[src/rtl/core/ragged_tensor_index_walker_macros.svh]
// Assertion macros for the ragged tensor index walker.
`ifndef RAGGED_TENSOR_INDEX_WALKER_MACROS_SVH
`define RAGGED_TENSOR_INDEX_WALKER_MACROS_SVH
`ifndef SYNTH
`define RTIW_ASSERT_IMP(label, clk, rst_n, a, c) \
  label: assert property (@(posedge clk) disable iff (!rst_n) (a) |-> (c)) \
    else $error("assertion failed");
`define RTIW_ASSERT_NXT(label, clk, rst_n, a, c) \
  label: assert property (@(posedge clk) disable iff (!rst_n) (a) |=> (c)) \
    else $error("assertion failed");
`else
`define RTIW_ASSERT_IMP(label, clk, rst_n, a, c)
`define RTIW_ASSERT_NXT(label, clk, rst_n, a, c)
`endif
`endif

[src/rtl/core/rtiw_pkg.sv]
// Shared types and constants for the ragged tensor index walker.
`timescale 1ns / 1ps
`default_nettype none
package rtiw_pkg;
  localparam int DefMaxBatch  = 16;
  localparam int DefMaxExtent = 4096;

  typedef enum logic [2:0] {
    CMD_CLEAR  = 3'd0,
    CMD_APPEND = 3'd1,
    CMD_FIRST  = 3'd2,
    CMD_LAST   = 3'd3,
    CMD_INC    = 3'd4,
    CMD_DEC    = 3'd5,
    CMD_ADD    = 3'd6,
    CMD_NOP    = 3'd7
  } cmd_t;

  localparam logic [1:0] DIM_BATCH = 2'd0;
  localparam logic [1:0] DIM_ROW   = 2'd1;
  localparam logic [1:0] DIM_COL   = 2'd2;

  typedef enum logic [2:0] {
    ST_IDLE,
    ST_LIMIT,
    ST_EXEC,
    ST_MUL,
    ST_SUM,
    ST_OUT
  } state_t;

  // Controller to datapath.
  typedef struct packed {
    logic load;    // capture input item
    logic limit;   // compute and register dimension limits
    logic exec;    // execute command
    logic mul;     // register offset products
    logic sum;     // register linear offset
  } ctrl_t;
endpackage
`default_nettype wire

[src/rtl/core/ragged_tensor_index_walker.sv]
// Top level of the ragged tensor index walker.
`timescale 1ns / 1ps
`default_nettype none
// Walks a batch/row/column position over a ragged tensor held in a dense
// buffer, with a table of per-batch sizes. One command item gives one result
// item. After a command is accepted the controller passes a limit lookup, the
// command step, the offset products and the offset sum, and then offers the
// result. The input is not ready again until the result has been taken and
// the controller is back in idle.
module ragged_tensor_index_walker #(
  parameter int MAX_BATCH  = rtiw_pkg::DefMaxBatch,
  parameter int MAX_EXTENT = rtiw_pkg::DefMaxExtent
) (
  input  wire logic        clk,
  input  wire logic        rst_n,
  input  wire logic        in_tvalid,
  output logic             in_tready,
  // cmd[2:0], entry_height[15:3], entry_width[28:16], batch_sel[32:29],
  // dim_sel[34:33], step_offset[48:35]
  input  wire logic [55:0] in_tdata,
  output logic             out_tvalid,
  input  wire logic        out_tready,
  // batch_index[15:0], row_index[31:16], col_index[47:32], linear_offset[88:48]
  output logic [95:0]      out_tdata,
  // ok
  output logic             out_tuser
);
  rtiw_pkg::ctrl_t ctrl;
  logic signed [15:0] bi, ri, ci;
  logic signed [40:0] lo;
  logic okv;

  rtiw_ctrl u_ctrl (
    .clk(clk), .rst_n(rst_n), .in_tvalid(in_tvalid), .in_tready(in_tready),
    .out_tvalid(out_tvalid), .out_tready(out_tready), .ctrl(ctrl)
  );

  rtiw_datapath #(.MAX_BATCH(MAX_BATCH), .MAX_EXTENT(MAX_EXTENT)) u_dp (
    .clk(clk), .rst_n(rst_n), .ctrl(ctrl),
    .cmd(in_tdata[2:0]), .entry_height(in_tdata[15:3]),
    .entry_width(in_tdata[28:16]), .batch_sel(in_tdata[32:29]),
    .dim_sel(in_tdata[34:33]), .step_offset(in_tdata[48:35]),
    .batch_index(bi), .row_index(ri), .col_index(ci),
    .linear_offset(lo), .ok(okv)
  );

  assign out_tdata = {7'd0, lo, ci, ri, bi};
  assign out_tuser = okv;
endmodule
`default_nettype wire

[src/rtl/core/rtiw_datapath.sv]
// Datapath: size table, position registers, limits and offset arithmetic.
`timescale 1ns / 1ps
`default_nettype none
`include "ragged_tensor_index_walker_macros.svh"
module rtiw_datapath #(
  parameter int MAX_BATCH  = rtiw_pkg::DefMaxBatch,
  parameter int MAX_EXTENT = rtiw_pkg::DefMaxExtent
) (
  input  wire logic               clk,
  input  wire logic               rst_n,
  input  wire rtiw_pkg::ctrl_t    ctrl,
  input  wire logic [2:0]         cmd,
  input  wire logic [12:0]        entry_height,
  input  wire logic [12:0]        entry_width,
  input  wire logic [3:0]         batch_sel,
  input  wire logic [1:0]         dim_sel,
  input  wire logic signed [13:0] step_offset,
  output logic signed [15:0]      batch_index,
  output logic signed [15:0]      row_index,
  output logic signed [15:0]      col_index,
  output logic signed [40:0]      linear_offset,
  output logic                    ok
);
  localparam int CW = $clog2(MAX_BATCH + 1);
  localparam int AW = (MAX_BATCH > 1) ? $clog2(MAX_BATCH) : 1;
  localparam logic [12:0] EXT = 13'(MAX_EXTENT > 8191 ? 8191 : MAX_EXTENT);

  logic [12:0] htab_r [MAX_BATCH];
  logic [12:0] wtab_r [MAX_BATCH];
  logic [CW-1:0] cnt_r, cnt_nxt;
  logic [12:0] mh_r, mh_nxt, mw_r, mw_nxt;
  logic [25:0] ps_r, ps_nxt;
  logic signed [15:0] pb_r, pr_r, pc_r, pb_nxt, pr_nxt, pc_nxt;
  logic ok_r, ok_nxt;
  logic [2:0] cmd_r;
  logic [12:0] eh_r, ew_r;
  logic [3:0] bs_r;
  logic [1:0] ds_r;
  logic signed [13:0] so_r;
  logic signed [16:0] lb_r, lr_r, lc_r, ln_r, lnc_r;
  logic signed [42:0] p0_r, p1_r;
  logic signed [40:0] off_r;

  // Row and column limits of a batch index.
  function automatic logic signed [16:0] lim_of(input logic signed [15:0] b,
      input logic rowsel, input logic [CW-1:0] cnt,
      input logic [12:0] mh, input logic [12:0] mw,
      input logic [12:0] ht, input logic [12:0] wt);
    logic inside_tab;
    inside_tab = (b >= 0) && ($unsigned(17'(b)) < 17'(cnt));
    if (!inside_tab) lim_of = rowsel ? $signed({4'd0, mh}) - 17'sd1
                                     : $signed({4'd0, mw}) - 17'sd1;
    else lim_of = rowsel ? $signed({4'd0, ht}) - 17'sd1
                         : $signed({4'd0, wt}) - 17'sd1;
  endfunction

  function automatic logic signed [15:0] sat(input logic signed [17:0] v);
    if (v > 18'sd32767) sat = 16'sh7fff;
    else if (v < -18'sd32768) sat = 16'sh8000;
    else sat = v[15:0];
  endfunction

  logic [AW-1:0] ai_cur, ai_sel, ai_dec;
  logic signed [15:0] bdec, bsel16;
  assign bdec   = pb_r - 16'sd1;
  assign bsel16 = $signed({12'd0, bs_r});
  assign ai_cur = AW'($unsigned(pb_r));
  assign ai_sel = AW'(bs_r);
  assign ai_dec = AW'($unsigned(bdec));

  always_ff @(posedge clk) begin
    if (ctrl.load) begin
      cmd_r <= cmd; eh_r <= entry_height; ew_r <= entry_width;
      bs_r <= batch_sel; ds_r <= dim_sel; so_r <= step_offset;
    end
    if (ctrl.limit) begin
      lb_r  <= $signed({{(17-CW){1'b0}}, cnt_r}) - 17'sd1;
      lr_r  <= lim_of(pb_r, 1'b1, cnt_r, mh_r, mw_r, htab_r[ai_cur], wtab_r[ai_cur]);
      lc_r  <= lim_of(pb_r, 1'b0, cnt_r, mh_r, mw_r, htab_r[ai_cur], wtab_r[ai_cur]);
      // Limits of the previous batch for a borrow, or of batch_sel for last.
      if (cmd_r == rtiw_pkg::CMD_LAST) begin
        ln_r  <= lim_of(bsel16, 1'b1, cnt_r, mh_r, mw_r, htab_r[ai_sel], wtab_r[ai_sel]);
        lnc_r <= lim_of(bsel16, 1'b0, cnt_r, mh_r, mw_r, htab_r[ai_sel], wtab_r[ai_sel]);
      end else begin
        ln_r  <= lim_of(bdec, 1'b1, cnt_r, mh_r, mw_r, htab_r[ai_dec], wtab_r[ai_dec]);
        lnc_r <= lim_of(bdec, 1'b0, cnt_r, mh_r, mw_r, htab_r[ai_dec], wtab_r[ai_dec]);
      end
    end
    if (ctrl.exec && cmd_r == rtiw_pkg::CMD_APPEND && 32'(cnt_r) < MAX_BATCH) begin
      htab_r[AW'(cnt_r)] <= (eh_r > EXT) ? EXT : eh_r;
      wtab_r[AW'(cnt_r)] <= (ew_r > EXT) ? EXT : ew_r;
    end
    if (ctrl.mul) begin
      p0_r <= 43'(pb_r * $signed({1'b0, ps_r}));
      p1_r <= 43'(pr_r * $signed({1'b0, mw_r}));
    end
    if (ctrl.sum) off_r <= 41'(p0_r + p1_r + 43'(pc_r));
  end

  // Validity with the limits that follow a new position.
  function automatic logic valid3(input logic signed [15:0] b,
      input logic signed [15:0] r, input logic signed [15:0] c,
      input logic signed [16:0] lb, input logic signed [16:0] lr,
      input logic signed [16:0] lc);
    valid3 = (b >= 0) && (r >= 0) && (c >= 0) && (17'(b) <= lb)
             && (17'(r) <= lr) && (17'(c) <= lc);
  endfunction

  logic signed [17:0] addv;
  logic signed [15:0] addr_sel;
  logic [12:0] ehs, ews;

  always_comb begin
    cnt_nxt = cnt_r; mh_nxt = mh_r; mw_nxt = mw_r; ps_nxt = ps_r;
    pb_nxt = pb_r; pr_nxt = pr_r; pc_nxt = pc_r; ok_nxt = 1'b0;
    ehs = (eh_r > EXT) ? EXT : eh_r;
    ews = (ew_r > EXT) ? EXT : ew_r;
    addr_sel = (ds_r == rtiw_pkg::DIM_BATCH) ? pb_r :
               (ds_r == rtiw_pkg::DIM_ROW) ? pr_r : pc_r;
    addv = 18'(addr_sel) + 18'(so_r);
    unique case (rtiw_pkg::cmd_t'(cmd_r))
      rtiw_pkg::CMD_CLEAR: begin
        cnt_nxt = '0; mh_nxt = '0; mw_nxt = '0; ps_nxt = '0;
        pb_nxt = '0; pr_nxt = '0; pc_nxt = '0; ok_nxt = 1'b1;
      end
      rtiw_pkg::CMD_APPEND: begin
        if (32'(cnt_r) < MAX_BATCH) begin
          cnt_nxt = cnt_r + 1'b1;
          if (ehs > mh_r) mh_nxt = ehs;
          if (ews > mw_r) mw_nxt = ews;
          ps_nxt = mh_nxt * mw_nxt;
          ok_nxt = 1'b1;
        end
      end
      rtiw_pkg::CMD_FIRST: begin
        pb_nxt = '0; pr_nxt = '0; pc_nxt = '0;
        // Batch 0 is valid when the table is not empty and its first entry has nonzero height and width.
        ok_nxt = (cnt_r != '0) && (htab_r[0] != '0) && (wtab_r[0] != '0);
      end
      rtiw_pkg::CMD_LAST: begin
        pb_nxt = bsel16; pr_nxt = ln_r[15:0]; pc_nxt = lnc_r[15:0];
        ok_nxt = valid3(bsel16, ln_r[15:0], lnc_r[15:0], lb_r, ln_r, lnc_r);
      end
      rtiw_pkg::CMD_INC: begin
        if (17'(pc_r) != lc_r) begin
          pc_nxt = sat(18'(pc_r) + 18'sd1); ok_nxt = 1'b1;
        end else if (17'(pr_r) != lr_r) begin
          pc_nxt = '0; pr_nxt = sat(18'(pr_r) + 18'sd1); ok_nxt = 1'b1;
        end else if (17'(pb_r) != lb_r) begin
          pc_nxt = '0; pr_nxt = '0; pb_nxt = sat(18'(pb_r) + 18'sd1); ok_nxt = 1'b1;
        end else begin
          pc_nxt = '0; pr_nxt = '0; pb_nxt = '0;
        end
      end
      rtiw_pkg::CMD_DEC: begin
        if (pc_r > 0) begin
          pc_nxt = pc_r - 16'sd1; ok_nxt = 1'b1;
        end else if (pr_r > 0) begin
          pc_nxt = lc_r[15:0]; pr_nxt = pr_r - 16'sd1; ok_nxt = 1'b1;
        end else if (pb_r > 0) begin
          pb_nxt = bdec; pr_nxt = ln_r[15:0]; pc_nxt = lnc_r[15:0]; ok_nxt = 1'b1;
        end else begin
          pc_nxt = lc_r[15:0]; pr_nxt = lr_r[15:0]; pb_nxt = lb_r[15:0];
        end
      end
      rtiw_pkg::CMD_ADD: begin
        if (ds_r == rtiw_pkg::DIM_BATCH) begin
          pb_nxt = sat(addv);
          // Row and column limits follow the new batch; checked in the offset-sum step (ST_SUM).
          ok_nxt = 1'b0;
        end else if (ds_r == rtiw_pkg::DIM_ROW) begin
          pr_nxt = sat(addv);
          ok_nxt = valid3(pb_r, pr_nxt, pc_r, lb_r, lr_r, lc_r);
        end else if (ds_r == rtiw_pkg::DIM_COL) begin
          pc_nxt = sat(addv);
          ok_nxt = valid3(pb_r, pr_r, pc_nxt, lb_r, lr_r, lc_r);
        end
      end
      default: ;
    endcase
  end

  // After a batch offset the limits are taken again from the new batch (ST_SUM).
  logic fix_ok;
  assign fix_ok = (cmd_r == rtiw_pkg::CMD_ADD) && (ds_r == rtiw_pkg::DIM_BATCH);

  always_ff @(posedge clk) begin
    if (!rst_n) begin
      cnt_r <= '0; mh_r <= '0; mw_r <= '0; ps_r <= '0;
      pb_r <= '0; pr_r <= '0; pc_r <= '0; ok_r <= 1'b0;
    end else if (ctrl.exec) begin
      cnt_r <= cnt_nxt; mh_r <= mh_nxt; mw_r <= mw_nxt; ps_r <= ps_nxt;
      pb_r <= pb_nxt; pr_r <= pr_nxt; pc_r <= pc_nxt; ok_r <= ok_nxt;
    end else if (ctrl.sum && fix_ok) begin
      ok_r <= valid3(pb_r, pr_r, pc_r, lb_r, lim_of(pb_r, 1'b1, cnt_r, mh_r, mw_r,
              htab_r[ai_cur], wtab_r[ai_cur]), lim_of(pb_r, 1'b0, cnt_r, mh_r, mw_r,
              htab_r[ai_cur], wtab_r[ai_cur]));
    end
  end

  assign batch_index   = pb_r;
  assign row_index     = pr_r;
  assign col_index     = pc_r;
  assign linear_offset = off_r;
  assign ok            = ok_r;

  `RTIW_ASSERT_IMP(a_cnt_max, clk, rst_n, 1'b1, 32'(cnt_r) <= MAX_BATCH)
  `RTIW_ASSERT_NXT(a_clear, clk, rst_n, ctrl.exec && cmd_r == rtiw_pkg::CMD_CLEAR,
                   cnt_r == '0 && pb_r == '0)
  `RTIW_ASSERT_IMP(a_ext, clk, rst_n, 1'b1, mh_r <= EXT && mw_r <= EXT)
endmodule
`default_nettype wire

[src/rtl/core/rtiw_ctrl.sv]
// Controller state machine sequencing one item through the datapath.
`timescale 1ns / 1ps
`default_nettype none
`include "ragged_tensor_index_walker_macros.svh"
module rtiw_ctrl (
  input  wire logic         clk,
  input  wire logic         rst_n,
  input  wire logic         in_tvalid,
  output logic              in_tready,
  output logic              out_tvalid,
  input  wire logic         out_tready,
  output rtiw_pkg::ctrl_t   ctrl
);
  rtiw_pkg::state_t st_r, st_nxt;

  always_comb begin
    st_nxt = st_r;
    unique case (st_r)
      rtiw_pkg::ST_IDLE:  if (in_tvalid) st_nxt = rtiw_pkg::ST_LIMIT;
      rtiw_pkg::ST_LIMIT: st_nxt = rtiw_pkg::ST_EXEC;
      rtiw_pkg::ST_EXEC:  st_nxt = rtiw_pkg::ST_MUL;
      rtiw_pkg::ST_MUL:   st_nxt = rtiw_pkg::ST_SUM;
      rtiw_pkg::ST_SUM:   st_nxt = rtiw_pkg::ST_OUT;
      rtiw_pkg::ST_OUT:   if (out_tready) st_nxt = rtiw_pkg::ST_IDLE;
      default:            st_nxt = rtiw_pkg::ST_IDLE;
    endcase
  end

  always_comb begin
    ctrl = '0;
    in_tready = 1'b0;
    out_tvalid = 1'b0;
    unique case (st_r)
      rtiw_pkg::ST_IDLE:  begin in_tready = 1'b1; ctrl.load = in_tvalid; end
      rtiw_pkg::ST_LIMIT: ctrl.limit = 1'b1;
      rtiw_pkg::ST_EXEC:  ctrl.exec = 1'b1;
      rtiw_pkg::ST_MUL:   ctrl.mul = 1'b1;
      rtiw_pkg::ST_SUM:   begin ctrl.sum = 1'b1; ctrl.limit = 1'b1; end
      rtiw_pkg::ST_OUT:   out_tvalid = 1'b1;
      default: ;
    endcase
  end

  always_ff @(posedge clk) begin
    if (!rst_n) st_r <= rtiw_pkg::ST_IDLE;
    else st_r <= st_nxt;
  end

  `RTIW_ASSERT_IMP(a_excl, clk, rst_n, 1'b1, !(in_tready && out_tvalid))
  `RTIW_ASSERT_NXT(a_load, clk, rst_n, in_tvalid && in_tready, st_r == rtiw_pkg::ST_LIMIT)
  `RTIW_ASSERT_NXT(a_hold, clk, rst_n, out_tvalid && !out_tready, out_tvalid)
endmodule
`default_nettype wire

[config.mk]
export PLATFORM = sky130hd
export DESIGN_NAME = ragged_tensor_index_walker
export DESIGN_NICKNAME = d
export VERILOG_FILES = /design/src/rtl/core/rtiw_pkg.sv /design/src/rtl/core/ragged_tensor_index_walker.sv /design/src/rtl/core/rtiw_datapath.sv /design/src/rtl/core/rtiw_ctrl.sv
export VERILOG_INCLUDE_DIRS = /design/src /design/src/rtl/core
export SDC_FILE = /design/constraint.sdc
export NUM_CORES = 2
export LEC_CHECK = 0
export BUFFER_PORTS_ARGS = -buffer_cell sky130_fd_sc_hd__buf_2
export CELL_PAD_IN_SITES_DETAIL_PLACEMENT = 1
export CELL_PAD_IN_SITES_GLOBAL_PLACEMENT = 2
export CORE_MARGIN = 8
export CORE_UTILIZATION = 40
export CTS_CLUSTER_DIAMETER = 50
export DETAILED_ROUTE_END_ITERATION = 16
export GPL_TIMING_DRIVEN = 0
export PLACE_DENSITY_LB_ADDON = 0.1
export SLEW_MARGIN = 20
export SYNTH_ARGS = -nofsm -noshare
export SYNTH_HDL_FRONTEND = slang
export SYNTH_SLANG_ARGS = --single-unit
[constraint.sdc]
create_clock -name clk -period 7.6 [get_ports clk]
set_input_delay 0.76 -clock clk [delete_from_list [all_inputs] [get_ports clk]]
set_output_delay 0.76 -clock clk [all_outputs]
set_load 0.03 [all_outputs]
After elaboration in Yosys (flattened, before gate mapping) --
Memory sizes are Yosys's and may differ from the RTL's. A register that Yosys moved wholly into a read port is not among the register bits. Cells that the tools add are included.
Word-level totals: RAM bits 416, bits in registers 355, word-level logic and storage cells 259, memories 2, output and inout bits 99, input bits 60
Operators by class: multiplexer cells 102, multipliers 3, order comparisons 38, reduce and logical (&&, ||, !) cells 44, equal/unequal tests 28, add/sub/neg operators 19
Memories:
- u_dp.htab_r | depth 16, bits a word 13, rd ports 4, clocked after Yosys merged registers in 2, write ports 1, RTL line rtiw_datapath.sv:28 | logic [12:0] htab_r [MAX_BATCH];
- u_dp.wtab_r | depth 16, bits a word 13, rd ports 4, clocked after Yosys merged registers in 2, write ports 1, RTL line rtiw_datapath.sv:29 | logic [12:0] wtab_r [MAX_BATCH];
Operators with widths (count):
- 2-to-1 mux 16 bit | 38
- case mux 16 bit (5 select lines) | 3
- 2-to-1 mux 17 bit | 14
- less-or-equal comparator 16 x 17 -> 1 bit | 9
- 2-to-1 mux 13 bit | 10
- greater-or-equal comparator 16 x 1 -> 1 bit (second input constant) | 8
- subtractor 13 x 1 -> 14 bit (second input constant) | 8
- greater-than comparator 18 x 16 -> 1 bit (second input constant) | 4
- less-than comparator 18 x 16 -> 1 bit (second input constant) | 4
- case mux 13 bit (2 select lines) | 2
- case mux 26 bit (2 select lines) | 1
- adder 16 x 2 -> 17 bit (second input constant) | 3
- inequality test 16 x 17 -> 1 bit | 3
- greater-than comparator 16 x 1 -> 1 bit (second input constant) | 3
- subtractor 16 x 2 -> 16 bit (second input constant) | 3
- adder 41 x 16 -> 41 bit | 1
- adder 41 x 30 -> 41 bit | 1
- multiplier 16 x 27 -> 41 bit | 1
- less-than comparator 17 x 5 -> 1 bit | 2
- multiplier 16 x 14 -> 30 bit | 1
- logical AND 1 bit | 28
- greater-than comparator 13 bit | 2
- greater-than comparator 13 bit (second input constant) | 2
- multiplier 13 x 13 -> 26 bit | 1
- 33 further kinds | 82

Logic depth before layout (Yosys ltp) --
depth in word-level cells 21, mapped depth 36, mapped depth without buffers 34

Modules after synthesis --
A second synthesis with hierarchy kept.
Unflattened totals: cells, all modules 6912, area total of the unflattened synthesis 74768.0 um^2
By module, submodules not included:
- rtiw_datapath | area an instance 74497.7 um^2, times used 1, cells each 6880, seq. area each 21470.6 um^2
- rtiw_ctrl | area an instance 214.0 um^2, times used 1, cells each 24, seq. area each 60.1 um^2
- ragged_tensor_index_walker | area an instance 56.3 um^2, times used 1, cells each 8, seq. area each 0.0 um^2

Worst setup path before layout --
No wires, ideal clock.
kind reg-to-reg, from reg u_dp.eh_r[12], to reg u_dp.ps_r[25], arrival time 8.104 ns, library setup time 0.124 ns, clock period less this slack 8.228 ns, required time 7.476 ns, cell stages (with the launch flop) 34, setup slack -0.628 ns, path buffers 3, path through edfxtp_1 clkbuf_1 nor2b_1 inv_1 ha_1 nor2b_1 o21a_1 o21a_1 o21bai_1 a21oi_1 o31ai_1 a21oi_1 clkbuf_1 clkbuf_1 nor2_1 a21oi_1 nor2_1 fa_1 fa_1 fa_1 fa_1 inv_1 fa_1 inv_1 ha_1 a21o_1 a21o_1 a21o_1 o31ai_1 a21oi_1 a211o_1 a31oi_1 xnor2_1 o21ai_0
On the way: longest elaborated chain between the ends 9
RTL lines:
- start: declaration | RTL line rtiw_datapath.sv:36 | logic [12:0] eh_r, ew_r;
- start signal: assignment | RTL line rtiw_datapath.sv:73 | cmd_r <= cmd; eh_r <= entry_height; ew_r <= entry_width;
- greater-than comparator 13 bit (*) | RTL line rtiw_datapath.sv:116 | ehs = (eh_r > EXT) ? EXT : eh_r;
- 2-to-1 mux 13 bit (*) | RTL line rtiw_datapath.sv:116
- net u_dp.ehs[0] | RTL line rtiw_datapath.sv:111 | logic [12:0] ehs, ews;
- greater-than comparator 13 bit | RTL line rtiw_datapath.sv:129 | if (ehs > mh_r) mh_nxt = ehs;
- 2-to-1 mux 13 bit (*) | RTL line rtiw_datapath.sv:129
- 2-to-1 mux 13 bit (*) | RTL line rtiw_datapath.sv:127 | if (32'(cnt_r) < MAX_BATCH) begin
- 2-to-1 mux 13 bit (*) | RTL line rtiw_datapath.sv:121 | unique case (rtiw_pkg::cmd_t'(cmd_r))
- multiplier 13 x 13 -> 26 bit (*) | RTL line rtiw_datapath.sv:131 | ps_nxt = mh_nxt * mw_nxt;
- 2-to-1 mux 26 bit (*) | RTL line rtiw_datapath.sv:127
- case mux 26 bit (2 select lines) (*) | RTL line rtiw_datapath.sv:121
- end signal: assignment | RTL line rtiw_datapath.sv:192 | cnt_r <= cnt_nxt; mh_r <= mh_nxt; mw_r <= mw_nxt; ps_r <= ps_nxt;
- end: declaration | RTL line rtiw_datapath.sv:32 | logic [25:0] ps_r, ps_nxt;
The timed path passes the listed nets; every way through them passes the cells marked *. The select of a mux whose other input is x is not followed. A chain may end at the register's enable or synchronous reset.

Worst setup path after layout --
from reg u_dp.eh_r[12], to reg u_dp.ps_r[18]
The elaborated chain is that of the path after synthesis.

==> results_dict.tcl <==
set metrics [dict create \
    drt-initial-drc-count 5642 \
    clock_latency_ns 0.85 \
    multiInputGateArea_sq_um 49000 \
    slowest_delay_ns 0.52 \
    worst_path_max_delay_cell "fa_1" \
    die_y_microns 446 \
    crit_path_start_kind "flip-flop" \
    endpoint_kind "flip-flop" \
    syn_avg_cell_area_sq_um 10.8 \
    rsz0062_at_grt "true" \
    ys_seq_area_share_pct 29.1 \
    drc 0 \
    nFillCells 19800 \
    p_per_area_nw_per_um2 168 \
    arrival_ns 8.35 \
    antenna_found_initial 21 \
    cts_max_path_buffers 3 \
    async_flop_share_pct 0 \
    grt_usage_pct 29.8 \
    cts_tree "yes" \
    wl_met2_microns 132000 \
    leakage_uw 0.0350 \
    dpl.hpwl_microns 241000 \
    max_freq_mhz 131 \
    num_vias 58000 \
    grt_pass1_wl_microns 434000 \
    rows 157 \
    max_cap_violations 0 \
    die_x_microns 446 \
    place_inst 9521 \
    hold_buffers 0 \
    yosys_register_bits 756 \
    finalCritPeriodShare_pct 101 \
    synth-main-ff-cell "edfxtp_1" \
    fin_setup_tns_ns -0.0837 \
    coreArea_sq_um 183000 \
    fin_crit_ns 7.66 \
    cts_root_buffer "clkbuf_16" \
    syn_inst 6841 \
    gp_congestion 0.951 \
    path_max_fanout 6 \
    slew_viol_final 0 \
    antenna_left 0 \
    synth-edff-count 639 \
    setup_viol_count_final 2 \
    drtPass1Iterations 6 \
    wl_met3_microns 25100 \
    synth_cell_types 92 \
    layout.area.seq_sq_um 21600 \
    synth_warnings 0 \
    cp_common_cell "fa_1" \
    ios 159 \
    worst_slack_ns -0.0628 \
    fin_nets 8556 \
    die_area_sq_um 199000 \
    fin_cells 9856 \
    ir_drop_mv 0.204 \
    cts_sinks 756 \
    max_slew_margin_pct 21.8 \
    synthesis.area_sq_um 73900 \
    holdCritPathClass "in2reg" \
    violations "negative setup slack" \
    status "finished with violations" \
    wire_per_inst_microns 30.4 \
    numCtsBuffers 113 \
    topRoutingLayerUsed "met5" \
    criticalPathCategory "reg2reg" \
    hold_ws_ns 0.0948 \
    layout_commonest_cell "inv_1" \
    htreeDepth 3 \
    clkTransAtPathRegs_ns 0.06 \
    vias_per_cell 5.88 \
    numPortBuffers 143 \
    grt_max_degree 32 \
    m1WireLength_microns 129000 \
    wirelength_microns 300000 \
    fin_skew_ns 0.112 \
    final_cell_mix "inv_1 (891), nand2_1 (718), fa_1 (686)" \
    drive_above_1_share_pct 19.9 \
    overflow 0 \
    first_global_vias 60600 \
    syn2layout_area_growth_pct 16.5 \
    hold_violations 0 \
    worst_slew_pin_slew_ns 1.17 \
    start_util_pct 40.3 \
    cp.required_ns 8.28 \
]
==> layout make-up <==
type | count | share of cell area, %
diodes | 5 | 0.0145
clock buffers | 137 | 3.51
inverters | 919 | 4.02
repair buffers | 356 | 3.53
well taps | 2464 | 3.58
flip-flops and latches | 756 | 25.1
multi-input cells | 4808 | 56.9
plain buffers | 338 | 2.54
clock inverters | 73 | 0.893
==> where the power goes <==
group          leakage (uW)  switching, uW  internal (uW)
clock               0.00184           2240           3070
combinational        0.0265           2740           1610
sequential          0.00670            136           4670
total                0.0350           5120           9350
==> metal layers <==
| metal | up-vias | GRT usage, % |
|---|---|---|
| met5 | - | 0 |
| met4 | 4 | 10.8 |
| met3 | 512 | 6.13 |
| met2 | 2440 | 46.0 |
| met1 | 30400 | 41.8 |
| li1 | 24600 | - |
==> synthesized netlist by cell type, types with 9 or more instances <==
library cell / n / area [sq um]
nand2b_1: 67 / 419
o21ai_0: 246 / 1230
a22oi_1: 34 / 255
mux4_2: 352 / 7930
buf_1: 30 / 113
buf_6: 10 / 113
a22o_1: 11 / 96.3
a21oi_1: 249 / 1250
nor2_1: 362 / 1360
o22ai_1: 14 / 87.6
a31oi_1: 39 / 244
nor3b_1: 13 / 97.6
buf_4: 16 / 120
o21a_1: 42 / 315
or3_1: 22 / 138
nand3b_1: 9 / 67.6
xor2_1: 87 / 762
nand4_1: 41 / 257
nor3_1: 78 / 390
o21bai_1: 22 / 165
nor4_1: 31 / 194
a21boi_0: 11 / 82.6
a221oi_1: 20 / 175
a21o_1: 86 / 646
dfxtp_1: 117 / 2340
or2_2: 19 / 119
a211oi_1: 35 / 263
o211ai_1: 20 / 150
and2_1: 252 / 1580
mux2_2: 26 / 293
clkbuf_1: 261 / 980
and3_1: 45 / 282
edfxtp_1: 639 / 19200
o221ai_1: 12 / 105
mux4_1: 19 / 499
nand2_1: 726 / 2730
buf_2: 45 / 225
nor2b_1: 101 / 632
inv_1: 915 / 3430
o31ai_1: 18 / 135
ha_1: 505 / 6320
mux2i_1: 60 / 601
fa_1: 699 / 14000
nand3_1: 86 / 430
xnor2_1: 198 / 1730
==> per-stage QoR <==
| step | power (uW) | instance area (sq um) | setup slack, ns | utilization (%) |
|---|---|---|---|---|
| after floorplan | 7260 | 74000 | -0.0129 | - |
| after global placement | 8650 | 77800 | -4.45 | 42.5 |
| after detailed placement | 8740 | 79100 | -3.21 | 43.2 |
| after CTS | 14300 | 85000 | -0.0500 | 46.4 |
| after global routing | 15000 | 86100 | -0.318 | 47.0 |
| final | 14500 | 86100 | -0.0628 | 47.0 |
==> worst max-delay path, delay by kind of cell, from the launching register on <==
family                     cells  cell delay [ns]
AOI/OAI and AO/OA             11             2.20
xor gates and xnor gates       1             0.19
buffers and inverters         11             1.30
adders and majority gates      7             2.86
and+or+nand+nor                5             0.53
DFF                            1             0.43
==> what timing repair did <==
item	CTS	global route
gates resized for setup	393	294
pin swaps	83	83
gates cloned	4	1
buffers inserted	87	55
setup endpoints to repair	142	32
==> cell families after synthesis <==
| group | after synthesis | synth area share [%] |
|---|---|---|
| AND/OR/NAND/NOR | 1892 | 12.3 |
| buffers and inverters | 1283 | 6.82 |
| adder cells (fa/ha/maj) | 1204 | 27.5 |
| AO/OA/AOI/OAI | 962 | 8.31 |
| flip-flops | 756 | 29.1 |
| multiplexers | 457 | 12.6 |
| XOR/XNOR | 286 | 3.40 |
| other | 1 | 0.00507 |
==> final timing paths <==
kind,start,endpoint,slack [ns],cells past startpoint
setup reg to reg,u_dp.eh_r[12],u_dp.ps_r[18],-0.06,35
hold reg to reg,u_dp.mh_r[5],u_dp.mh_r[5],0.59,2
hold / removal,in_tdata[1],u_dp.cmd_r[1],0.09,1
setup / recovery,u_dp.eh_r[12],u_dp.ps_r[18],-0.06,35
==> flip-flops by register name, summed over array words and instances, names as in the netlist, 16 cells and up, named ones only <==
name / count
u_dp.batch_index: 16
u_dp.row_index: 16
u_dp.wtab_r: 208
u_dp.col_index: 16
u_dp.p0_r: 41
u_dp.htab_r: 208
u_dp.ps_r: 26
u_dp.linear_offset: 41
u_dp.p1_r: 30
Power figures use the tool's default switching activity.
